$ cat src/hdl/assert_macros.svh
// assertion macros used by the top-level rtl file
`ifndef ASSERT_MACROS_SVH
`define ASSERT_MACROS_SVH

// same-cycle implication, checked out of reset
`define ASSERT_NOW(label, clk, rstn, ante, cons, msg) \
    label: assert property (@(posedge clk) disable iff (!rstn) (ante) |-> (cons)) \
        else $error(msg);

// next-cycle implication, checked out of reset
`define ASSERT_NEXT(label, clk, rstn, ante, cons, msg) \
    label: assert property (@(posedge clk) disable iff (!rstn) (ante) |=> (cons)) \
        else $error(msg);

`endif

$ cat src/hdl/tcw_pkg.sv
// types, codes and constants of the text console writer
package tcw_pkg;

    localparam int ROWS_DEF = 25;
    localparam int COLS_DEF = 80;

    localparam int OP_W     = 2;
    localparam int BYTE_W   = 8;
    localparam int ROW_W    = 5;
    localparam int COL_W    = 7;
    localparam int OFS_W    = 11;
    localparam int IN_W     = 24;
    localparam int OUT_W    = 32;
    localparam int CFG_IDX_W = 2;

    localparam logic [OP_W-1:0] OP_PUT   = 2'd0;
    localparam logic [OP_W-1:0] OP_READ  = 2'd1;
    localparam logic [OP_W-1:0] OP_CLEAR = 2'd2;

    localparam logic [CFG_IDX_W-1:0] CFG_TEXT_COLOR = 2'd0;
    localparam logic [CFG_IDX_W-1:0] CFG_CURSOR_OFF = 2'd1;

    localparam logic [BYTE_W-1:0] CH_LF        = 8'h0A;
    localparam logic [BYTE_W-1:0] CH_CR        = 8'h0D;
    localparam logic [BYTE_W-1:0] CH_BS        = 8'h08;
    localparam logic [BYTE_W-1:0] CH_SPACE     = 8'h20;
    localparam logic [BYTE_W-1:0] CH_TILDE     = 8'h7E;
    localparam logic [BYTE_W-1:0] DEFAULT_ATTR = 8'h4F;

    typedef enum logic [2:0] {
        ST_INIT,
        ST_IDLE,
        ST_EXEC,
        ST_BS_WR,
        ST_RD_CAP,
        ST_SWEEP,
        ST_DONE
    } tcw_state_t;

    typedef struct packed {
        logic in_ready;
        logic load_in;
        logic wr_print;
        logic wr_blank_char;
        logic cur_home;
        logic cur_cr;
        logic cur_adv;
        logic cur_down;
        logic cur_back;
        logic sweep_start;
        logic sweep_scroll;
        logic sweep_step;
        logic rd_cell;
        logic cap_read;
        logic out_load;
    } tcw_cmd_t;

    typedef struct packed {
        logic [OP_W-1:0] op;
        logic            is_lf;
        logic            is_cr;
        logic            is_bs;
        logic            is_print;
        logic            at_origin;
        logic            row_last;
        logic            col_last;
        logic            sweep_done;
        logic            out_free;
    } tcw_status_t;

endpackage

$ cat src/hdl/tcw_ctrl.sv
// controller state machine of the text console writer
module tcw_ctrl (
    input  logic                 aclk,
    input  logic                 aresetn,
    input  logic                 s_tvalid,
    input  tcw_pkg::tcw_status_t status,
    output tcw_pkg::tcw_cmd_t    cmd
);

    tcw_pkg::tcw_state_t state_reg;
    tcw_pkg::tcw_state_t state_next;

    always_ff @(posedge aclk) begin
        if (!aresetn) begin
            state_reg <= tcw_pkg::ST_INIT;
        end else begin
            state_reg <= state_next;
        end
    end

    always_comb begin
        state_next = state_reg;
        cmd        = '0;
        case (state_reg)
            tcw_pkg::ST_INIT: begin
                if (status.sweep_done) begin
                    state_next = tcw_pkg::ST_IDLE;
                end else begin
                    cmd.sweep_step = 1'b1;
                end
            end
            tcw_pkg::ST_IDLE: begin
                cmd.in_ready = 1'b1;
                if (s_tvalid) begin
                    cmd.load_in = 1'b1;
                    state_next  = tcw_pkg::ST_EXEC;
                end
            end
            tcw_pkg::ST_EXEC: begin
                state_next = tcw_pkg::ST_DONE;
                case (status.op)
                    tcw_pkg::OP_PUT: begin
                        if (status.is_print) begin
                            cmd.wr_print = 1'b1;
                            if (!status.col_last) begin
                                cmd.cur_adv = 1'b1;
                            end else if (!status.row_last) begin
                                cmd.cur_down = 1'b1;
                            end else begin
                                cmd.cur_cr       = 1'b1;
                                cmd.sweep_start  = 1'b1;
                                cmd.sweep_scroll = 1'b1;
                                state_next       = tcw_pkg::ST_SWEEP;
                            end
                        end else if (status.is_lf) begin
                            if (!status.row_last) begin
                                cmd.cur_down = 1'b1;
                            end else begin
                                cmd.cur_cr       = 1'b1;
                                cmd.sweep_start  = 1'b1;
                                cmd.sweep_scroll = 1'b1;
                                state_next       = tcw_pkg::ST_SWEEP;
                            end
                        end else if (status.is_cr) begin
                            cmd.cur_cr = 1'b1;
                        end else if (status.is_bs && !status.at_origin) begin
                            cmd.cur_back = 1'b1;
                            state_next   = tcw_pkg::ST_BS_WR;
                        end
                    end
                    tcw_pkg::OP_READ: begin
                        cmd.rd_cell = 1'b1;
                        state_next  = tcw_pkg::ST_RD_CAP;
                    end
                    tcw_pkg::OP_CLEAR: begin
                        cmd.cur_home    = 1'b1;
                        cmd.sweep_start = 1'b1;
                        state_next      = tcw_pkg::ST_SWEEP;
                    end
                    default: begin
                        state_next = tcw_pkg::ST_DONE;
                    end
                endcase
            end
            tcw_pkg::ST_BS_WR: begin
                cmd.wr_blank_char = 1'b1;
                state_next        = tcw_pkg::ST_DONE;
            end
            tcw_pkg::ST_RD_CAP: begin
                cmd.cap_read = 1'b1;
                state_next   = tcw_pkg::ST_DONE;
            end
            tcw_pkg::ST_SWEEP: begin
                if (status.sweep_done) begin
                    state_next = tcw_pkg::ST_DONE;
                end else begin
                    cmd.sweep_step = 1'b1;
                end
            end
            tcw_pkg::ST_DONE: begin
                if (status.out_free) begin
                    cmd.out_load = 1'b1;
                    state_next   = tcw_pkg::ST_IDLE;
                end
            end
            default: begin
                state_next = tcw_pkg::ST_IDLE;
            end
        endcase
    end

endmodule

$ cat config.mk
export PLATFORM = sky130hd
export DESIGN_NAME = tcw_ctrl
export DESIGN_NICKNAME = d
export VERILOG_FILES = /design/src/hdl/assert_macros.svh /design/src/hdl/tcw_pkg.sv /design/src/hdl/tcw_ctrl.sv
export SDC_FILE = /design/constraint.sdc
export NUM_CORES = 1
export LEC_CHECK = 0
export BUFFER_PORTS_ARGS = -buffer_cell sky130_fd_sc_hd__buf_2
export CAP_MARGIN = 40
export CORE_AREA = 10 10 47 49
export CTS_BUF_LIST = sky130_fd_sc_hd__clkbuf_4
export CTS_CLUSTER_SIZE = 16
export DETAILED_ROUTE_END_ITERATION = 10
export DIE_AREA = 0 0 57 59
export GPL_TIMING_DRIVEN = 0
export HOLD_SLACK_MARGIN = 0.08
export PLACE_DENSITY = 0.66
export SYNTH_ARGS = -nofsm -noshare
export SYNTH_HDL_FRONTEND = slang
export SYNTH_SLANG_ARGS = --single-unit
$ cat constraint.sdc
create_clock -name aclk -period 2.3 [get_ports aclk]
set_input_delay 0.69 -clock aclk [delete_from_list [all_inputs] [get_ports aclk]]
set_output_delay 0.69 -clock aclk [all_outputs]
set_load 0.02 [all_outputs]
# After elaboration in Yosys (flattened, before gate mapping)
# Index checks and enable logic that the tools add are counted.
[classes]
reduce_logical = 7
n_addsub = 0
magnitude_cmp = 0
n_mux = 49
n_mul = 0
bitwise = 0
n_eq_ne = 12
n_div = 0
shift = 0
[ops]
columns = ["cell", "count"]
rows = [
  ["$mux 1", 29],
  ["$mux 3", 8],
  ["$pmux 3 s6", 1],
  ["$mux 2", 7],
  ["$eq 3x3->1 const B", 3],
  ["$pmux 3 s3", 1],
  ["$ne 2x2->1 const B", 4],
  ["$mux 7", 1],
  ["$eq 3x2->1 const B", 2],
  ["$mux 4", 1],
  ["$reduce_and 4->1", 1],
  ["$reduce_or 2->1", 2],
  ["$eq 3x1->1 const B", 1],
  ["$logic_not 3->1", 1],
  ["$eq 2x1->1 const B", 1],
  ["$eq 2x2->1 const B", 1],
  ["$logic_not 2->1", 1],
  ["$pmux 1 s2", 1],
  ["$logic_and 1x1->1", 1],
  ["$logic_not 1->1", 1],
]
[totals]
reg_bits = 3
latch_bits = 0
ramBits = 0
mem_bits_ro = 0
memories = 0

# Depth between registers and ports, before layout
# Gate-level depths: netlist of the first run.
[depth]
ltp_word = 8
ltp_mapped = 6
ltp_nobuf = 6

# Least setup slack after synthesis of the first run
# No wires, ideal clock.
[synth_timing]
kind = "input -> output"
startpoint = "input status[4] (netlist name)"
endpoint = "output cmd[6] (netlist name)"
arrival_ns = 1.702
path_slack_ns = -0.092
t_required_ns = 1.610
path_stages = 2
path_buffers = 0
path_cell_list = "or4b_4 -> nor3_1"
[synth_lines]
columns = ["element", "line", "source"]
rows = [
  ["start, declared", "tcw_ctrl.sv:6", "input tcw_pkg::tcw_status_t status,"],
  ["end, declared", "tcw_ctrl.sv:7", "output tcw_pkg::tcw_cmd_t cmd"],
]

==> summary.txt, run 1 <==
Timing
  – Achievable Freq: 0.433 GHz
  – Crit path setup slack, layout: -0.0116 ns
  – Worst-Margin Slew: 0.417 ns
  – Worst rel slew slack: 71.8%
  – Tcrit/Tclk final: 101%
  – Final slew viol count: 0
  – Fin crit period: 2.31 ns
  – Final setup vio count: 2
  – Hold Vio Cnt, Final: 0
  – RSZ-0062 raised after global routing: true
  – Setup skew after layout: 0.00125 ns

Clocking
  – Max H-tree Level: 1
  – Num CTS Buffers: 3
  – CTS Hold Bufs: 0
  – Clock latency on the worst-skew pair: 0.23 ns
  – CTS tree: built
  – Max Root-Sink Buffers: 2
  – CTS clock-pin slew for the worst setup and hold paths: 0.04 ns
  – Clock sinks: 3
  – Root buffer cell: clkbuf_4

Routing
  – DRT antenna net count: 0
  – Via density: 5.15
  – First-pass DRT Iterations: 3
  – Via count: 587
  – Initial DRC count: 10
  – Routed WL: 1.61 mm
  – DR WL/cell: 14.1 microns
  – Remaining DRCs: 0

Outcome
  – Outcome: finished, violations left
  – Failing checks: negative setup slack

Floorplan
  – Die area: 3360 sq um
  – # rows: 14
  – Die Wd: 57 microns
  – Starting Density: 32.7%
  – Io pins: 29
  – Total core area: 1400 sq um
  – Die Height: 59 microns

Logic synthesis
  – Mapped Avg Cell Area: 7.16 sq um
  – Distinct cells, synth: 30
  – Synth Register Bits: 3
  – Yosys warns: 0
  – Mapped cell area: 458 sq um
  – Mapped Nets: 82
  – Cells after Synth: 64
  – Register area share after synthesis: 13.1%

Placement
  – Post-placement cell count: 108
  – Dpl cell area: 631 sq um
  – DP Wirelength: 1.20 mm
  – PortBufs: 28
  – GPL Wtd Cong: 0.849

Hold path
  – Hold Path Class: flip-flop to flip-flop
  – Worst Hold Launch: state_reg[2]

Setup path
  – FF-to-FF Start: state_reg[1]
  – CP endpoint kind: output pin
  – Setup crit start: status[5]
  – Arrival time worst endpoint: 1.62 ns
  – Critical path type: input port to output pin
  – CP startpoint kind: input port
  – Required @ worst endpoint: 1.61 ns
  – CP Max Fanout: 5

Layout
  – Register Area: 60.1 sq um
  – Core Util, Final: 56.4%
  – Final Non-Filler Cells: 114
  – Post-Layout Inst Area: 791 sq um
  – Max reg flops: 3
  – Multi-input logic area: 442 sq um
  – Fill cells: 141
  – Area Growth Syn to Fin: 72.7%
  – N_diodes: 0
  – Commonest non-fill, non-tap cell in the layout: buf_2
  – Net count, final: 117
  – Fraction of layout cells with a size suffix above 1: 53.1%
  – Commonest non-fill, non-tap cells in the layout: 19 x buf_2, 7 x nor2_1, 7 x buf_4, 5 x buf_6

Power
  – P_leak: 0.396 nW
  – Pwr dens: 480 nW/um^2
  – Total power: 0.000379 W
  – IR drop worst, VDD: 0.000225 V

Global routing
  – First-pass GRT wire length: 2.60 mm
  – Pin count of the biggest net entering global routing: 11
  – Grt ovf: 0
  – Vias in the first global route: 630
  – Global-route usage over all layers: 9.25%
  – Initial antenna violation count: 0

Run
  – Max Cap Viol: 0
==> path summary, 6_finish.rpt <==
path,endpoint,slack (ns),cells after the start
worst max-delay path,cmd[5],-0.01,6
worst min-delay path,state_reg[1],0.65,3
worst max register to register,state_reg[0],0.87,4
worst min register to register,state_reg[1],0.65,3
==> synthesized netlist by cell type <==
cell	n	area (sq um)
o21ai_1	3	15.0
a311oi_1	1	8.76
mux2i_1	1	10.0
mux2_1	1	11.3
nor2_1	9	33.8
or2_1	2	12.5
clkbuf_1	3	11.3
a21o_1	2	15.0
nand2b_1	4	25.0
nand2_1	1	3.75
a21boi_1	1	7.51
o311ai_1	1	8.76
ha_1	4	50.1
nor3b_1	1	7.51
inv_1	6	22.5
and3_1	4	25.0
nor2b_1	1	6.26
nand3_1	2	10.0
a211oi_1	2	15.0
or4_1	1	7.51
or4b_4	1	13.8
o211ai_1	1	7.51
a21oi_1	1	5.00
nor3_1	3	15.0
a2111oi_2	1	15.0
nor4b_1	1	8.76
a31oi_1	1	6.26
nor3b_2	1	12.5
nand3b_1	1	7.51
dfxtp_1	3	60.1
==> worst max-delay path, stage by stage <==
cell     delay (ns)
buf_4          0.14
mux2_4         0.31
nand3_4        0.07
nor2_2         0.04
or2_1          0.23
buf_6          0.13
==> power breakdown <==
part	total [W]	internal, W	switching, W
Clock	0.000104	0.0000768	0.0000275
Sequential	0.0000795	0.0000621	0.0000174
Combinational	0.000196	0.0000839	0.000112
Total	0.000379	0.000223	0.000157
==> what timing repair did <==
item                                    in CTS  in global routing
cloned                                       0                  0
hold endpoints to repair                     0                  0
endpoints found under the setup margin       6                  5
setup buffers                                0                  3
gates resized for setup                     17                 14
pin swaps                                    1                  1
==> layer usage <==
| layer | global-route usage (%) | part of all wire (%) |
|---|---|---|
| met4 | 2.68 | 1.1 |
| met3 | 6.01 | 11 |
| met2 | 14.9 | 48 |
| met1 | 9.76 | 40 |
| met5 | 0 | 0 |
==> through the flow <==
step,hold slack (ns),TNS (ns),worst slack (ns)
detailed placement,0.663,-0.622,-0.147
finish,0.651,-0.0135,-0.0116
floorplan,0.581,-0.0965,-0.0920
global placement,0.650,-0.573,-0.141
CTS,0.657,-0.000307,-0.000307
global route,0.707,-0.0801,-0.0421
==> cells by family (layout without fill, tap and decap cells) <==
kind of cell / after synthesis / after routing / synth area share, %
fa+ha+maj: 4 / 4 / 10.9
flops: 3 / 3 / 13.1
simple gates: 32 / 32 / 41.3
mux: 2 / 2 / 4.64
compound gates: 14 / 14 / 22.7
buf+inv: 9 / 43 / 7.38
==> layout make-up <==
class / count / share of cell area [%]
Tap cell: 16 / 2.53
Inverter: 6 / 3.16
Buffer: 2 / 1.27
Sequential cell: 3 / 7.59
Clock buffer: 4 / 3.80
Multi-Input combinational cell: 52 / 55.9
Timing Repair Buffer: 31 / 25.8
No activity file was read; power rests on OpenSTA's default activity.
==> run 2: changes to the inputs <==
--- a/config.mk
+++ b/config.mk
@@ -8,13 +8,14 @@
 export BUFFER_PORTS_ARGS = -buffer_cell sky130_fd_sc_hd__buf_2
 export CAP_MARGIN = 40
 export CORE_AREA = 10 10 47 49
-export CTS_BUF_LIST = sky130_fd_sc_hd__clkbuf_4
+export CTS_BUF_LIST = sky130_fd_sc_hd__clkbuf_8
 export CTS_CLUSTER_SIZE = 16
 export DETAILED_ROUTE_END_ITERATION = 10
 export DIE_AREA = 0 0 57 59
 export GPL_TIMING_DRIVEN = 0
 export HOLD_SLACK_MARGIN = 0.08
 export PLACE_DENSITY = 0.66
+export SETUP_SLACK_MARGIN = 0.2
 export SYNTH_ARGS = -nofsm -noshare
 export SYNTH_HDL_FRONTEND = slang
 export SYNTH_SLANG_ARGS = --single-unit
==> run 2 against run 1 <==
Effect of this change:
- the run now ends clean
- hold slack lost 0.033 ns
- count of clock-buffer cells in the layout shrank 1
- critical path type unchanged
- largest cell class unchanged
- die area is the same
- clock skew grew 0.0020 ns
- routed wire length grew 8.6%
- maximum frequency grew 1.1%
- clock power grew 41%
- cell count grew 4.4%
==> summary.txt, run 2 (synthesis results as in run 1) <==
Outcome
  – Outcome: finished clean (was finished, violations left)

Layout
  – Post-Layout Inst Area: 940 sq um (was 791 sq um)
  – Commonest non-fill, non-tap cell in the layout: buf_2 (unchanged)
  – Fraction of layout cells with a size suffix above 1: 58.3% (was 53.1%)
  – Fill cells: 118 (was 141)
  – Area Growth Syn to Fin: 105% (was 72.7%)
  – Commonest non-fill, non-tap cells in the layout: 17 x buf_2, 8 x buf_6, 7 x buf_4, 6 x nor2_1, 5 x inv_1 (was 19 x buf_2, 7 x nor2_1, 7 x buf_4, 5 x buf_6)
  – N_diodes: 0 (unchanged)
  – Net count, final: 122 (was 117)
  – Max reg flops: 3 (unchanged)
  – Core Util, Final: 67.1% (was 56.4%)
  – Multi-input logic area: 479 sq um (was 442 sq um)
  – Register Area: 60.1 sq um (unchanged)

Global routing
  – Met1 Use GR: 8.59% (was 9.76%)
  – Initial antenna violation count: 0 (unchanged)
  – Pin count of the biggest net entering global routing: 11 (unchanged)
  – Global-route usage over all layers: 9.53% (was 9.25%)
  – Grt ovf: 0 (unchanged)
  – Top Usage Layer GRT: met2 (unchanged)
  – First-pass GRT wire length: 2.66 mm (was 2.60 mm)
  – GRT met3 Usage: 5.58% (was 6.01%)
  – Vias in the first global route: 597 (was 630)
  – Met2 Use GR: 18.0% (was 14.9%)

Clocking
  – Clock sinks: 3 (unchanged)
  – CTS clock-pin slew for the worst setup and hold paths: 0.03 ns (was 0.04 ns)
  – Clock latency on the worst-skew pair: 0.21 ns (was 0.23 ns)
  – Max H-tree Level: 1 (unchanged)
  – CTS Hold Bufs: 0 (unchanged)
  – Max Root-Sink Buffers: 2 (unchanged)
  – Root buffer cell: clkbuf_8 (was clkbuf_4)
  – CTS tree: built (unchanged)
  – Num CTS Buffers: 3 (unchanged)

Routing
  – DRT antenna net count: 0 (unchanged)
  – First-pass DRT Iterations: 2 (was 3)
  – Via density: 5.11 (was 5.15)
  – Via count: 608 (was 587)
  – Initial DRC count: 1 (was 10)
  – DR WL/cell: 14.7 microns (was 14.1 microns)
  – Routed WL: 1.75 mm (was 1.61 mm)
  – Remaining DRCs: 0 (unchanged)

Setup path
  – Arrival time worst endpoint: 1.60 ns (was 1.62 ns)
  – Required @ worst endpoint: 1.61 ns (about the same)
  – CP endpoint kind: output pin (unchanged)
  – Crit-path cells: buf_6 > or4b_4 > nor3_4 > buf_6 (was buf_4 > mux2_4 > nand3_4 > nor2_2 > or2_1 > buf_6)
  – Critical path type: input port to output pin (unchanged)
  – CP Max Fanout: 2 (was 5)
  – CP max stage delay: 0.54 ns (was 0.31 ns)
  – CP startpoint kind: input port (unchanged)
  – CP max stage cell: or4b_4 (was mux2_4)
  – Most common cell on crit path: buf_6

Hold path
  – Hold Path Class: flip-flop to flip-flop (unchanged)

Power
  – Cell Int Power: 0.000276 W (was 0.000223 W)
  – Pwr dens: 481 nW/um^2 (was 480 nW/um^2)
  – Sw frac: 38.9% (was 41.3%)
  – IR drop worst, VDD: 0.000333 V (was 0.000225 V)
  – P_leak: 0.445 nW (was 0.396 nW)
  – Combinational Power Share: 52.3% (was 51.6%)
  – Total power: 0.000452 W (was 0.000379 W)
  – Clk pwr share: 32.5% (was 27.5%)
  – Seq pwr share: 15.2% (was 21.0%)
  – P_sw: 0.000176 W (was 0.000157 W)

Timing
  – Hold Vio Cnt, Final: 0 (unchanged)
  – Worst-Margin Slew: 0.406 ns (was 0.417 ns)
  – Crit path setup slack, layout: 0.0134 ns (was -0.0116 ns)
  – Achievable Freq: 0.437 GHz (was 0.433 GHz)
  – RSZ-0062 raised after global routing: true (unchanged)
  – Final setup vio count: 0 (was 2)
  – Setup Total Neg Slack: 0 ns (was -0.0135 ns)
  – Setup skew after layout: 0.00323 ns (was 0.00125 ns)
  – Tcrit/Tclk final: 99.4% (was 101%)
  – Final slew viol count: 0 (unchanged)
  – Worst rel slew slack: 72.5% (was 71.8%)
  – Fin crit period: 2.29 ns (was 2.31 ns)

Run
  – Max Cap Viol: 0 (unchanged)

Floorplan
  – Die Wd: 57 microns (unchanged)
  – Die Height: 59 microns (unchanged)
  – Starting Density: 32.7% (unchanged)
  – Die area: 3360 sq um (unchanged)
  – # rows: 14 (unchanged)
  – Io pins: 29 (unchanged)
  – Total core area: 1400 sq um (unchanged)

Placement
  – PortBufs: 28 (unchanged)
  – DP Wirelength: 1.26 mm (was 1.20 mm)
  – Dpl cell area: 716 sq um (was 631 sq um)
  – Worst slack at placement: -0.0821 ns (was -0.147 ns)
  – GPL Wtd Cong: 0.817 (was 0.849)
[run 2: cell count changes in the layout (fill, tap and decap cells not counted), moves of 2 or more]
| cell | change |
|---|---|
| buf_8 | +2 |
| clkbuf_8 | +3 |
| buf_6 | +3 |
| clkbuf_4 | -3 |
| buf_2 | -2 |
[run 2: cell type report]
type                            instances  area share (%)
Sequential cell                         3            6.39
Clock inverter                          1           0.399
Multi-Input combinational cell         52            51.0
Timing Repair Buffer                   35            29.6
Clock buffer                            3            4.39
Inverter                                6            4.26
Tap cell                               16            2.13
Buffer                                  3            1.86
[run 2: path summary, 6_finish.rpt]
check                                   from      endpoint  slack (ns)  depth (start not counted)
worst max register to register  state_reg[1]  state_reg[0]        0.86                          4
worst max-delay path               status[7]        cmd[6]        0.01                          4
worst min-delay path            state_reg[2]  state_reg[1]        0.62                          3
worst min register to register  state_reg[2]  state_reg[1]        0.62                          3
[run 2: per-layer routing]
| layer | part of all wire [%] | routed length (microns) |
|---|---|---|
| met5 | 0 | 0 |
| met4 | 1.1 | 19 |
| met2 | 54 | 941 |
| met1 | 36 | 632 |
| met3 | 8.9 | 155 |
[run 2: what timing repair did]
item,CTS,global route
pin swaps,5,4
hold endpoints to repair,0,0
setup buffers,4,3
gates resized for setup,27,16
setup endpoints to repair,10,12
gates cloned,0,0
[run 2: per-stage QoR]
| stage | cells | hold WS [ns] |
|---|---|---|
| CTS | 116 | 0.625 |
| floorplan | 64 | 0.581 |
| global route | 119 | 0.690 |
| detailed placement | 108 | 0.633 |
| global placement | 108 | 0.633 |
| finish | 119 | 0.618 |
[run 2: worst max-delay path, delay by kind of cell]
kind	cells	cell delay (ns)
simple gates	2	0.67
buf+inv	2	0.23
[run 2: power groups by stage]
stage	sequential, W	clock (W)	combinational (W)
after CTS	0.0000686	0.000150	0.000222
after global placement	0.0000693	0	0.000198
after floorplan	0.0000672	0	0.000143
final	0.0000687	0.000147	0.000236
after detailed placement	0.0000691	0	0.000199
after global routing	0.0000699	0.000160	0.000256
